[src/hdl/mmlp_pkg.sv]
// Shared types, character codes and helper functions for the memory-map
// line parser. No dependencies.
`timescale 1ns / 1ps

package mmlp_pkg;

    localparam int MAX_LINE_DEF = 4096;
    localparam int COL_W        = 12;   // width of column fields on the result bus

    // character codes
    localparam logic [7:0] CH_DASH  = 8'h2D;
    localparam logic [7:0] CH_R     = 8'h72;
    localparam logic [7:0] CH_W     = 8'h77;
    localparam logic [7:0] CH_X     = 8'h78;
    localparam logic [7:0] CH_P     = 8'h70;
    localparam logic [7:0] CH_S     = 8'h73;
    localparam logic [7:0] CH_SLASH = 8'h2F;
    localparam logic [7:0] CH_NL    = 8'h0A;
    localparam logic [7:0] CH_SPACE = 8'h20;
    localparam logic [7:0] CH_TAB   = 8'h09;
    localparam logic [7:0] CH_CR    = 8'h0D;

    localparam logic STATUS_OK     = 1'b0;
    localparam logic STATUS_SYNTAX = 1'b1;

    typedef enum logic [3:0] {
        PH_START,
        PH_END,
        PH_PERM_R,
        PH_PERM_W,
        PH_PERM_X,
        PH_PERM_P,
        PH_SPACE2,
        PH_OFFSET,
        PH_SKIP
    } t_phase;

    typedef struct packed {
        t_phase      phase;
        logic [31:0] start_accum;
        logic [31:0] end_accum;
        logic [31:0] offset_accum;
        logic        digit_seen;
        logic [2:0]  perm_bits;    // r, w, x from high bit down
        logic        token_slash;
    } t_line_state;

    localparam t_line_state LINE_CLEAR = '{
        phase:        PH_START,
        start_accum:  32'h0,
        end_accum:    32'h0,
        offset_accum: 32'h0,
        digit_seen:   1'b0,
        perm_bits:    3'b000,
        token_slash:  1'b0
    };

    typedef struct packed {
        logic [31:0]      start_addr;
        logic [31:0]      region_size;
        logic             can_read;
        logic             can_write;
        logic             can_execute;
        logic [31:0]      file_offset;
        logic             has_file;
        logic [COL_W-1:0] name_column;
        logic [COL_W-1:0] name_length;
        logic             status;
        logic [COL_W-1:0] error_column;
    } t_record;

    function automatic logic is_hex(input logic [7:0] c);
        return (c inside {[8'h30:8'h39], [8'h61:8'h66], [8'h41:8'h46]});
    endfunction

    // nibble value; only meaningful when is_hex() holds
    function automatic logic [3:0] hex_val(input logic [7:0] c);
        logic [7:0] v;
        if (c inside {[8'h30:8'h39]}) begin
            v = c - 8'h30;
        end else if (c inside {[8'h61:8'h66]}) begin
            v = c - 8'h57;
        end else begin
            v = c - 8'h37;
        end
        return v[3:0];
    endfunction

    function automatic logic is_white(input logic [7:0] c);
        return (c == CH_SPACE) || (c inside {[CH_TAB:CH_CR]});
    endfunction

endpackage

[src/hdl/mmlp_parse.sv]
// One-byte step of the line parser: next line state and the record, if any.
// Purely combinational; depends on mmlp_pkg.
`timescale 1ns / 1ps

module mmlp_parse #(
    parameter  int MAX_LINE = mmlp_pkg::MAX_LINE_DEF,
    localparam int CW       = $clog2(MAX_LINE)
) (
    input  mmlp_pkg::t_line_state i_state,
    input  logic [CW-1:0]         i_line_column,
    input  logic [CW-1:0]         i_token_start,
    input  logic [7:0]            i_text_byte,
    input  logic                  i_last_byte,
    output mmlp_pkg::t_line_state o_state,
    output logic [CW-1:0]         o_line_column,
    output logic [CW-1:0]         o_token_start,
    output logic                  o_emit,
    output mmlp_pkg::t_record     o_record
);
    import mmlp_pkg::*;

    localparam logic [CW-1:0] COL_LAST  = CW'(MAX_LINE - 1);
    localparam logic [CW:0]   COL_LIMIT = (CW+1)'(MAX_LINE - 1);

    logic          w_is_nl;
    logic          w_white;
    logic          w_hex;
    logic [3:0]    w_hval;
    logic [CW:0]   w_col_p1;
    logic [CW-1:0] w_col_inc;
    t_phase        n_phase;
    logic          w_bad;
    t_line_state   w_upd;
    logic [CW-1:0] w_tok_upd;
    logic          w_done_before;
    logic          w_done_after;

    // record sources
    t_line_state   w_src_state;
    logic [CW-1:0] w_src_tok;
    logic [CW-1:0] w_src_eol;
    logic          w_make_err;
    logic [CW-1:0] w_err_col;
    logic          w_file;
    logic [CW-1:0] w_name_len;

    assign w_is_nl   = (i_text_byte == CH_NL);
    assign w_white   = is_white(i_text_byte);
    assign w_hex     = is_hex(i_text_byte);
    assign w_hval    = hex_val(i_text_byte);
    assign w_col_p1  = {1'b0, i_line_column} + {{CW{1'b0}}, 1'b1};
    assign w_col_inc = (w_col_p1 > COL_LIMIT) ? COL_LAST : w_col_p1[CW-1:0];

    // pattern phase and violation check
    always_comb begin
        n_phase = i_state.phase;
        w_bad   = 1'b0;
        case (i_state.phase)
            PH_START: begin
                if (!w_hex) begin
                    if (i_state.digit_seen && i_text_byte == CH_DASH) begin
                        n_phase = PH_END;
                    end else begin
                        w_bad = 1'b1;
                    end
                end
            end
            PH_END: begin
                if (!w_hex) begin
                    if (i_state.digit_seen && i_text_byte == CH_SPACE) begin
                        n_phase = PH_PERM_R;
                    end else begin
                        w_bad = 1'b1;
                    end
                end
            end
            PH_PERM_R: begin
                n_phase = PH_PERM_W;
                w_bad   = !(i_text_byte inside {CH_R, CH_DASH});
            end
            PH_PERM_W: begin
                n_phase = PH_PERM_X;
                w_bad   = !(i_text_byte inside {CH_W, CH_DASH});
            end
            PH_PERM_X: begin
                n_phase = PH_PERM_P;
                w_bad   = !(i_text_byte inside {CH_X, CH_DASH});
            end
            PH_PERM_P: begin
                n_phase = PH_SPACE2;
                w_bad   = !(i_text_byte inside {CH_P, CH_S, CH_DASH});
            end
            PH_SPACE2: begin
                n_phase = PH_OFFSET;
                w_bad   = (i_text_byte != CH_SPACE);
            end
            PH_OFFSET: begin
                if (!w_hex) begin
                    if (i_state.digit_seen) begin
                        n_phase = PH_SKIP;
                    end else begin
                        w_bad = 1'b1;
                    end
                end
            end
            default: begin
                n_phase = PH_SKIP;
            end
        endcase
    end

    // accumulators, permissions, token tracking
    always_comb begin
        w_upd       = i_state;
        w_upd.phase = n_phase;
        case (i_state.phase)
            PH_START: begin
                if (w_hex) begin
                    w_upd.start_accum = {i_state.start_accum[27:0], w_hval};
                    w_upd.digit_seen  = 1'b1;
                end else begin
                    w_upd.digit_seen  = 1'b0;
                end
            end
            PH_END: begin
                if (w_hex) begin
                    w_upd.end_accum  = {i_state.end_accum[27:0], w_hval};
                    w_upd.digit_seen = 1'b1;
                end else begin
                    w_upd.digit_seen = 1'b0;
                end
            end
            PH_PERM_R: begin
                if (i_text_byte == CH_R) w_upd.perm_bits[2] = 1'b1;
            end
            PH_PERM_W: begin
                if (i_text_byte == CH_W) w_upd.perm_bits[1] = 1'b1;
            end
            PH_PERM_X: begin
                if (i_text_byte == CH_X) w_upd.perm_bits[0] = 1'b1;
            end
            PH_SPACE2: begin
                w_upd.digit_seen = 1'b0;
            end
            PH_OFFSET: begin
                if (w_hex) begin
                    w_upd.offset_accum = {i_state.offset_accum[27:0], w_hval};
                    w_upd.digit_seen   = 1'b1;
                end
            end
            default: begin
            end
        endcase

        w_tok_upd = i_token_start;
        if (w_white) begin
            w_tok_upd         = w_col_inc;
            w_upd.token_slash = 1'b0;
        end else if (i_line_column == i_token_start) begin
            w_upd.token_slash = (i_text_byte == CH_SLASH);
        end
    end

    assign w_done_before = (i_state.phase == PH_SKIP) ||
                           (i_state.phase == PH_OFFSET && i_state.digit_seen);
    assign w_done_after  = (w_upd.phase == PH_SKIP) ||
                           (w_upd.phase == PH_OFFSET && w_upd.digit_seen);

    // outcome of this byte
    always_comb begin
        o_state       = w_upd;
        o_line_column = w_col_inc;
        o_token_start = w_tok_upd;
        o_emit        = 1'b0;
        w_src_state   = w_upd;
        w_src_tok     = w_tok_upd;
        w_src_eol     = w_col_inc;
        w_make_err    = 1'b0;
        w_err_col     = i_line_column;
        if (w_is_nl) begin
            // newline: token state is left as the line had it
            o_emit        = 1'b1;
            o_state       = LINE_CLEAR;
            o_line_column = '0;
            o_token_start = '0;
            w_src_state   = i_state;
            w_src_tok     = i_token_start;
            w_src_eol     = i_line_column;
            w_make_err    = !w_done_before;
        end else if (w_bad) begin
            o_emit     = 1'b1;
            w_make_err = 1'b1;
        end else if (i_last_byte) begin
            // end of text: line closes one column after this byte
            o_emit        = 1'b1;
            o_state       = LINE_CLEAR;
            o_line_column = '0;
            o_token_start = '0;
            w_make_err    = !w_done_after;
            w_err_col     = w_col_inc;
        end
    end

    assign w_file     = w_src_state.token_slash &&
                        (({1'b0, w_src_tok} + {{CW{1'b0}}, 1'b1}) < {1'b0, w_src_eol});
    assign w_name_len = w_src_eol - w_src_tok;

    always_comb begin
        o_record = '0;
        if (w_make_err) begin
            o_record.status       = STATUS_SYNTAX;
            o_record.error_column = COL_W'(w_err_col);
        end else begin
            o_record.status      = STATUS_OK;
            o_record.start_addr  = w_src_state.start_accum;
            o_record.region_size = w_src_state.end_accum - w_src_state.start_accum;
            o_record.can_read    = w_src_state.perm_bits[2];
            o_record.can_write   = w_src_state.perm_bits[1];
            o_record.can_execute = w_src_state.perm_bits[0];
            if (w_file) begin
                o_record.file_offset = w_src_state.offset_accum;
                o_record.has_file    = 1'b1;
                o_record.name_column = COL_W'(w_src_tok);
                o_record.name_length = COL_W'(w_name_len);
            end
        end
    end

endmodule

[src/hdl/memory_map_line_parser.sv]
// Top level of the memory-map line parser: stream ports, line state
// registers and the result register. Depends on mmlp_pkg and mmlp_parse.
`timescale 1ns / 1ps

// Parses memory-map text, one byte per request on the slave stream, with
// tlast marking the final byte of the text. Each line must read
// "start-end perms offset ..."; at a newline or at the final byte one record
// goes out on the master stream: start, size (end - start mod 2^32), r/w/x
// flags and, when the last token of the line is a path ("/" and at least two
// bytes), its offset, column and length. tuser is 1 for a syntax-error record,
// which carries only the error column; after it the block drops all further
// bytes without output until reset. Rate: one byte per clock, sustained; the
// whole line-state update is one pass of logic into the state registers, and
// a record appears in the cycle after the byte that closes the line. tready
// drops only while a record sits in the output register and the master side
// stalls. Columns saturate at MAX_LINE-1 and show as 12 bits on the bus.
module memory_map_line_parser #(
    parameter  int MAX_LINE = mmlp_pkg::MAX_LINE_DEF,
    localparam int CW       = $clog2(MAX_LINE)
) (
    input  logic         i_clk,
    input  logic         i_rst_n,
    // slave side: text bytes
    input  logic         i_s_axis_tvalid,
    output logic         o_s_axis_tready,
    input  logic [7:0]   i_s_axis_tdata,   // [7:0] text_byte
    input  logic         i_s_axis_tlast,   // last_byte
    // master side: line records
    output logic         o_m_axis_tvalid,
    input  logic         i_m_axis_tready,
    // [31:0] start_addr, [63:32] region_size, [64] can_read, [65] can_write,
    // [66] can_execute, [98:67] file_offset, [99] has_file,
    // [111:100] name_column, [123:112] name_length, [135:124] error_column
    output logic [135:0] o_m_axis_tdata,
    output logic         o_m_axis_tuser    // status
);
    import mmlp_pkg::*;

    t_line_state   r_state;
    logic [CW-1:0] r_line_column;
    logic [CW-1:0] r_token_start;
    logic          r_error_latched;
    logic          r_out_valid;
    t_record       r_out;

    t_line_state   n_state;
    logic [CW-1:0] n_line_column;
    logic [CW-1:0] n_token_start;
    logic          n_emit;
    t_record       n_record;

    logic          w_in_accept;
    logic          w_step;

    mmlp_parse #(
        .MAX_LINE (MAX_LINE)
    ) u_parse (
        .i_state       (r_state),
        .i_line_column (r_line_column),
        .i_token_start (r_token_start),
        .i_text_byte   (i_s_axis_tdata),
        .i_last_byte   (i_s_axis_tlast),
        .o_state       (n_state),
        .o_line_column (n_line_column),
        .o_token_start (n_token_start),
        .o_emit        (n_emit),
        .o_record      (n_record)
    );

    // output register frees up in the same cycle it is drained
    assign o_s_axis_tready = !r_out_valid || i_m_axis_tready;
    assign w_in_accept     = i_s_axis_tvalid && o_s_axis_tready;
    // once an error went out, bytes are taken and dropped
    assign w_step          = w_in_accept && !r_error_latched;

    always_ff @(posedge i_clk) begin
        if (!i_rst_n) begin
            r_state         <= LINE_CLEAR;
            r_line_column   <= '0;
            r_token_start   <= '0;
            r_error_latched <= 1'b0;
            r_out_valid     <= 1'b0;
        end else begin
            if (w_step) begin
                r_state       <= n_state;
                r_line_column <= n_line_column;
                r_token_start <= n_token_start;
                if (n_emit && n_record.status == STATUS_SYNTAX) begin
                    r_error_latched <= 1'b1;
                end
            end
            if (w_step && n_emit) begin
                r_out_valid <= 1'b1;
            end else if (i_m_axis_tready) begin
                r_out_valid <= 1'b0;
            end
        end
    end

    // result payload, no reset
    always_ff @(posedge i_clk) begin
        if (w_step && n_emit) begin
            r_out <= n_record;
        end
    end

    assign o_m_axis_tvalid = r_out_valid;
    assign o_m_axis_tuser  = r_out.status;
    assign o_m_axis_tdata  = {r_out.error_column, r_out.name_length, r_out.name_column,
                              r_out.has_file, r_out.file_offset, r_out.can_execute,
                              r_out.can_write, r_out.can_read, r_out.region_size,
                              r_out.start_addr};

endmodule

[config.mk]
export PLATFORM = sky130hd
export DESIGN_NAME = memory_map_line_parser
export DESIGN_NICKNAME = d
export VERILOG_FILES = /design/src/hdl/mmlp_pkg.sv /design/src/hdl/mmlp_parse.sv /design/src/hdl/memory_map_line_parser.sv
export SDC_FILE = /design/constraint.sdc
export NUM_CORES = 1
export LEC_CHECK = 0
export BUFFER_PORTS_ARGS = -buffer_cell sky130_fd_sc_hd__buf_2
export CAP_MARGIN = 10
export CORE_MARGIN = 1.5
export CORE_UTILIZATION = 35
export CTS_CLUSTER_DIAMETER = 150
export DETAILED_ROUTE_END_ITERATION = 10
export SETUP_SLACK_MARGIN = 0.1
export SLEW_MARGIN = 20
export SYNTH_ARGS = -nofsm -noshare
export SYNTH_HDL_FRONTEND = slang
export SYNTH_HIERARCHICAL = 1
export SYNTH_SLANG_ARGS = --single-unit
[constraint.sdc]
create_clock -name i_clk -period 16.28 [get_ports i_clk]
set_input_delay 1.628 -clock i_clk [delete_from_list [all_inputs] [get_ports i_clk]]
set_output_delay 1.628 -clock i_clk [all_outputs]
set_load 0.05 [all_outputs]
==> Word level (Yosys, flattened, before mapping) <==
Cells that the tools add are included.
{ "classes": {"mux": 59, "bitwise": 1, "reduce_logical": 35, "order_cmp": 10, "n_eq_ne": 21, "n_addsub": 7} }
{ "op_table": {"columns": ["op", "count"], "rows": [
  ["$mux W105", 3],
  ["$mux W32", 5],
  ["$mux W12", 13],
  ["$mux W101", 1],
  ["$eq A8 B7 Y1 const B", 5],
  ["$mux W33", 1],
  ["$mux W4", 8],
  ["$pmux W4 S8", 1],
  ["$sub A32 B32 Y32", 1],
  ["$add A12 B1 Y13 const B", 2],
  ["$mux W25", 1],
  ["$eq A8 B6 Y1 const B", 3],
  ["$mux W1", 24],
  ["$eq A4 B3 Y1 const B", 5],
  ["$ge A8 B7 Y1 const B", 2],
  ["$le A8 B7 Y1 const B", 2],
  ["$gt A13 B12 Y1 const B", 1],
  ["$logic_and A1 B1 Y1", 13],
  ["$lt A13 B12 Y1", 1],
  ["$eq A12 B12 Y1", 1],
  ["$sub A12 B12 Y12", 1],
  ["$eq A4 B2 Y1 const B", 2],
  ["$eq A4 B4 Y1 const B", 2],
  ["$eq A8 B4 Y1 const B", 1],
  ["other kinds (18)", 34]
]} }
{ "word_totals": {"register_bits": 268, "word_cells": 155, "input_bits": 13} }

==> Depth between registers and ports, before layout <==
{ "logic_depth": {"depth_word": 15, "depth_mapped": 26} }

==> By module <==
Netlist, hierarchy kept.
{ "by_module_without_submodules": {"columns": ["mod", "cells_each", "n_inst", "area_each_um2"], "rows": [
  ["memory_map_line_parser", 707, 1, 9390.3],
  ["mmlp_parse", 1124, 1, 6991.7]
]} }

==> Worst setup path after synthesis <==
Ideal clock, no wire load.
{ "synth_timing": {"path_kind": "input to register", "start": "in i_s_axis_tdata[0]", "end": "reg r_out (netlist bit o_m_axis_tdata[0]), enable pin", "path_buffers": 2, "required_ns": 15.768, "setup_slack_ns": 9.653, "arrival_ns": 6.114, "stages": 9, "path_cell_list": "inv_1 ha_1 nor4bb_1 and2_1 clkbuf_1 clkbuf_1 nor2_1 nand2_1 and2_1"} }
{ "synth_via": {"elab_chain_len": 8, "word_cells_on_any_way": 38, "cone_classes": "order compare: 6; eq/ne: 9; mux: 8; reduce/logical: 15"} }
{ "synth_rtl": {"columns": ["element", "line_no", "text"], "rows": [
  ["start, declared", "memory_map_line_parser.sv:26", "input logic [7:0] i_s_axis_tdata,"],
  ["$ge A8 B6 Y1, or another cell as far along", "mmlp_pkg.sv:73", "return (c inside {[8'h30:8'h39], [8'h61:8'h66], [8'h41:8'h46]});"],
  ["$logic_and A1 B1 Y1 (on tied branches)", "mmlp_pkg.sv:73, mmlp_parse.sv:61, mmlp_parse.sv:70", null],
  ["$reduce_bool A3 Y1, or another cell as far along", "mmlp_pkg.sv:73", null],
  ["$mux W1 (on tied branches)", "mmlp_parse.sv:98, mmlp_parse.sv:60, mmlp_parse.sv:69", null],
  ["$pmux W1 S8", "mmlp_parse.sv:58", "case (i_state.phase)"],
  ["$mux W1", "mmlp_parse.sv:190", "end else if (w_bad) begin"],
  ["$mux W1 *", "mmlp_parse.sv:180", "if (w_is_nl) begin"],
  ["named net n_emit", "memory_map_line_parser.sv:49", "logic n_emit;"],
  ["$logic_and A1 B1 Y1 *", "memory_map_line_parser.sv:102", "if (w_step && n_emit) begin"],
  ["end signal, assigned", "memory_map_line_parser.sv:103", "r_out <= n_record;"],
  ["end, declared", "memory_map_line_parser.sv:44", "t_record r_out;"]
]} }
Mark *: on every way through the listed nets, which the timed path passes. The rest lies on a longest branch.
A chain may end at the register's enable or synchronous reset.

==> Worst setup path after layout <==
{ "layout_timing": {"start": "in i_s_axis_tdata[0]", "end": "reg r_out (netlist bit o_m_axis_tdata[63]), data pin"} }
{ "layout_via": {"elab_chain_len": 12, "word_cells_on_any_way": 63, "cone_classes": "add/sub: 4; order compare: 6; eq/ne: 11; mux: 25; reduce/logical: 17"} }
{ "layout_rtl": {"columns": ["element"], "rows": [
  ["branches (longest 12 deep; another with $sub A32 B32 Y32)"]
]} }
Several ways; the timed one is not identified.

==> impl_metrics.json <==
{
  "fmax_mhz": 149,
  "synth-xor-area-share": 0.0326,
  "finalCritPeriodShare": 0.413,
  "ys_ff_latch": 268,
  "max-cap-violations": 0,
  "cts_setup_buffers": 0,
  "syn_nets": 1907,
  "synthAdderAreaFrac": 0.0486,
  "dieHeight_microns": 219,
  "synth_edf_count": 137,
  "cts_tree": "done",
  "globalRouteOverflowTotal": 0,
  "cts_resized": 0,
  "antennaDiodeCount": 0,
  "die-area_sq_um": 48100,
  "num_rows": 79,
  "synthTopCellsByArea": "edfxtp_1 (25%), dfxtp_1 (16%), mux2i_1 (12%), nand2_1 (7.7%), nor2_1 (6.2%)",
  "cts_root_buf": "clkbuf_16",
  "cts_buffers": 30,
  "syn-instance-count": 1831,
  "path_clk_slew_ps": 60,
  "htree_levels": 1,
  "synthMuxAreaShare": 0.145,
  "arrival_ps": 7040,
  "cts_max_path_buffers": 3,
  "path_class": "input pin to flop",
  "grt_max_degree": 162,
  "grt_antenna_before_repair": 0,
  "period_minus_slack_ps": 6720,
  "via_count": 13200,
  "leakagePower_uw": 0.00725,
  "avgSynthCellArea_sq_um": 8.95,
  "synth_top_cell_area_share": 0.251,
  "synth_compound_area_frac": 0.101,
  "clock_latency_ps": 570,
  "synth_top_area_cell": "edfxtp_1",
  "regArea_sq_um": 6740,
  "grt_pass1_wl_microns": 67900,
  "coreArea_sq_um": 46400,
  "ctsHoldBuffers": 0,
  "yosysSeqAreaShare": 0.411,
  "fin_setup_tns_ps": 0,
  "startpoint_type": "input pin",
  "synth-simple-area-share": 0.210,
  "synth_area_sq_um": 16400,
  "route.antenna.remaining_nets": 0,
  "fin_nets": 1977,
  "cp.buffers_inverters": 3,
  "drt_pass1_iterations": 5,
  "max-slew-margin-rel": 0.340,
  "routed_wl_microns": 43300,
  "synth_top_family_by_area": "simple AND/OR/NAND/NOR gates",
  "crit_path_max_fanout": 35,
  "num_io_pins": 152,
  "cts_num_sinks": 268,
  "grt_pass1_vias": 12300,
  "die_w_microns": 219,
  "detail_route.wl_per_cell_microns": 17.1,
  "cpPeakStageDelay_ps": 560,
  "area_delta_synth_final_pct": 12.7,
  "path_cells": "buf_2 > inv_1 > ha_1 > nor2b_1 > a2111oi_0 > a31o_2 > nand3_2 > buf_4 > a21oi_1 > ha_1 > nor2b_1 > o31a_1 > o311ai_0 > a21oi_1 > o22ai_1 > a21oi_1 > a211oi_1 > a2111oi_0 > o21bai_1",
  "async_reset_ff_frac": 0,
  "synth-main-ff-cell": "edfxtp_1",
  "clock_skew_ps": 11.3,
  "drive_gt1_frac": 0.141,
  "synth_most_common_cell": "nand2_1",
  "critPathRequiredTime_ps": 16600,
  "io_buffers": 151,
  "initial_core_util": 0.353,
  "dp_hpwl_microns": 28900,
  "timing.critical_path.slowest_stage_cell": "o311ai_0",
  "rsz0062_at_grt": "false",
  "grt_usage": 0.175,
  "powerDensity_nw_per_um2": 96.4,
  "cpMostUsedCell": "a21oi_1",
  "vdd_drop_max_mv": 0.0745,
  "first_iter_violations": 844,
  "final-max-slew-violation-count": 0,
  "hold_viol_final": 0,
  "outcome": "completed",
  "gp_congestion": 0.907,
  "tightest_slew_ps": 986,
  "synth.distinct_cells": 79,
  "fin_util": 0.398,
  "setup_viol": 0,
  "nFillCells": 4604,
  "endpoint_kind": "flop",
  "drc": 0,
  "synth_common_cells": "nand2_1 (337), nor2_1 (269), mux2i_1 (203)",
  "holdCritPathClass": "flop to flop",
  "multi_input_area_sq_um": 8850,
  "crit_family": "compound AO/OA/AOI/OAI gates",
  "yosysWarnings": 6,
  "via_per_inst": 5.22
}
## sequential cells by signal, summed over array words and instances, names as in the netlist
register / flops
r_error_latched: 1
r_state: 105
r_token_start: 12
r_line_column: 12
o_m_axis_tdata: 136
o_m_axis_tvalid: 1
o_m_axis_tuser: 1
## worst min-delay path, delay by kind of cell (launching register included)
kind             cells  cell delay (ps)
DFF                  1              310
and+or+nand+nor      1               50
muxes                1               50
## per-layer routing
layer | routed length, microns | global-route usage | share of wire | vias up
met5 | 0 | 0 | 0 | -
met4 | 873 | 0.0463 | 0.020 | 0
met3 | 2020 | 0.0230 | 0.047 | 49
met2 | 19700 | 0.279 | 0.46 | 333
met1 | 20700 | 0.248 | 0.48 | 6298
li1 | - | - | - | 6539
## cells in the final DEF (no fill, tap or decap), types with 10 or more instances in the layout
master,n
nand3_1,19
ha_1,62
xor2_1,21
xnor2_1,40
a21oi_1,72
edfxtp_1,137
o21a_1,13
and2_1,15
inv_1,39
a21o_1,13
mux2i_1,203
dfxtp_1,131
o21ai_0,46
a31oi_1,10
and3_1,50
nor2b_1,15
nor2_1,268
nand2_1,335
a211oi_1,22
nor3_1,27
mux2_2,31
buf_2,150
clkbuf_16,30
buf_4,10
## worst paths after layout
kind                                         from                   to  slack (ps)  cells past startpoint
worst max-delay path            i_s_axis_tdata[0]   o_m_axis_tdata[63]        9560                     19
worst min-delay path                  r_state[65]          r_state[65]         460                      2
worst max register to register   r_line_column[1]  o_m_axis_tdata[112]        9900                     21
worst min register to register        r_state[65]          r_state[65]         460                      2
## metrics by stage
stage	power, uW	hold WS, ps	setup WS (ps)	std cells	cell area, sq um
after floorplan	1000	431	9650	1831	16400
after global placement	1060	441	9340	2475	17400
after detailed placement	1060	448	9080	2475	17400
after CTS	1800	460	9660	2531	18400
after global routing	1840	479	9160	2532	18500
final	1780	459	9560	2532	18500
## cells by family after synthesis
kind of cell             after synthesis
flip-flops                           268
AO/OA/AOI/OAI                        247
multiplexers                         234
AND/OR/NAND/NOR                      792
XOR/XNOR                              61
buffers and inverters                166
adder cells (fa/ha/maj)               63
## final cells by class
| cell class | count | share of cell area |
|---|---|---|
| inverters | 41 | 0.00841 |
| flip-flops and latches | 268 | 0.365 |
| multi-input cells | 1397 | 0.479 |
| repair buffers | 163 | 0.0481 |
| clock buffers | 33 | 0.0413 |
| well taps | 607 | 0.0411 |
| clock inverters | 23 | 0.0167 |
## report_power, final
part	internal, uW	switching, uW
Combinational	73.6	213
Clock	438	299
Sequential	744	12.5
No activity file was read; power rests on OpenSTA's default activity.
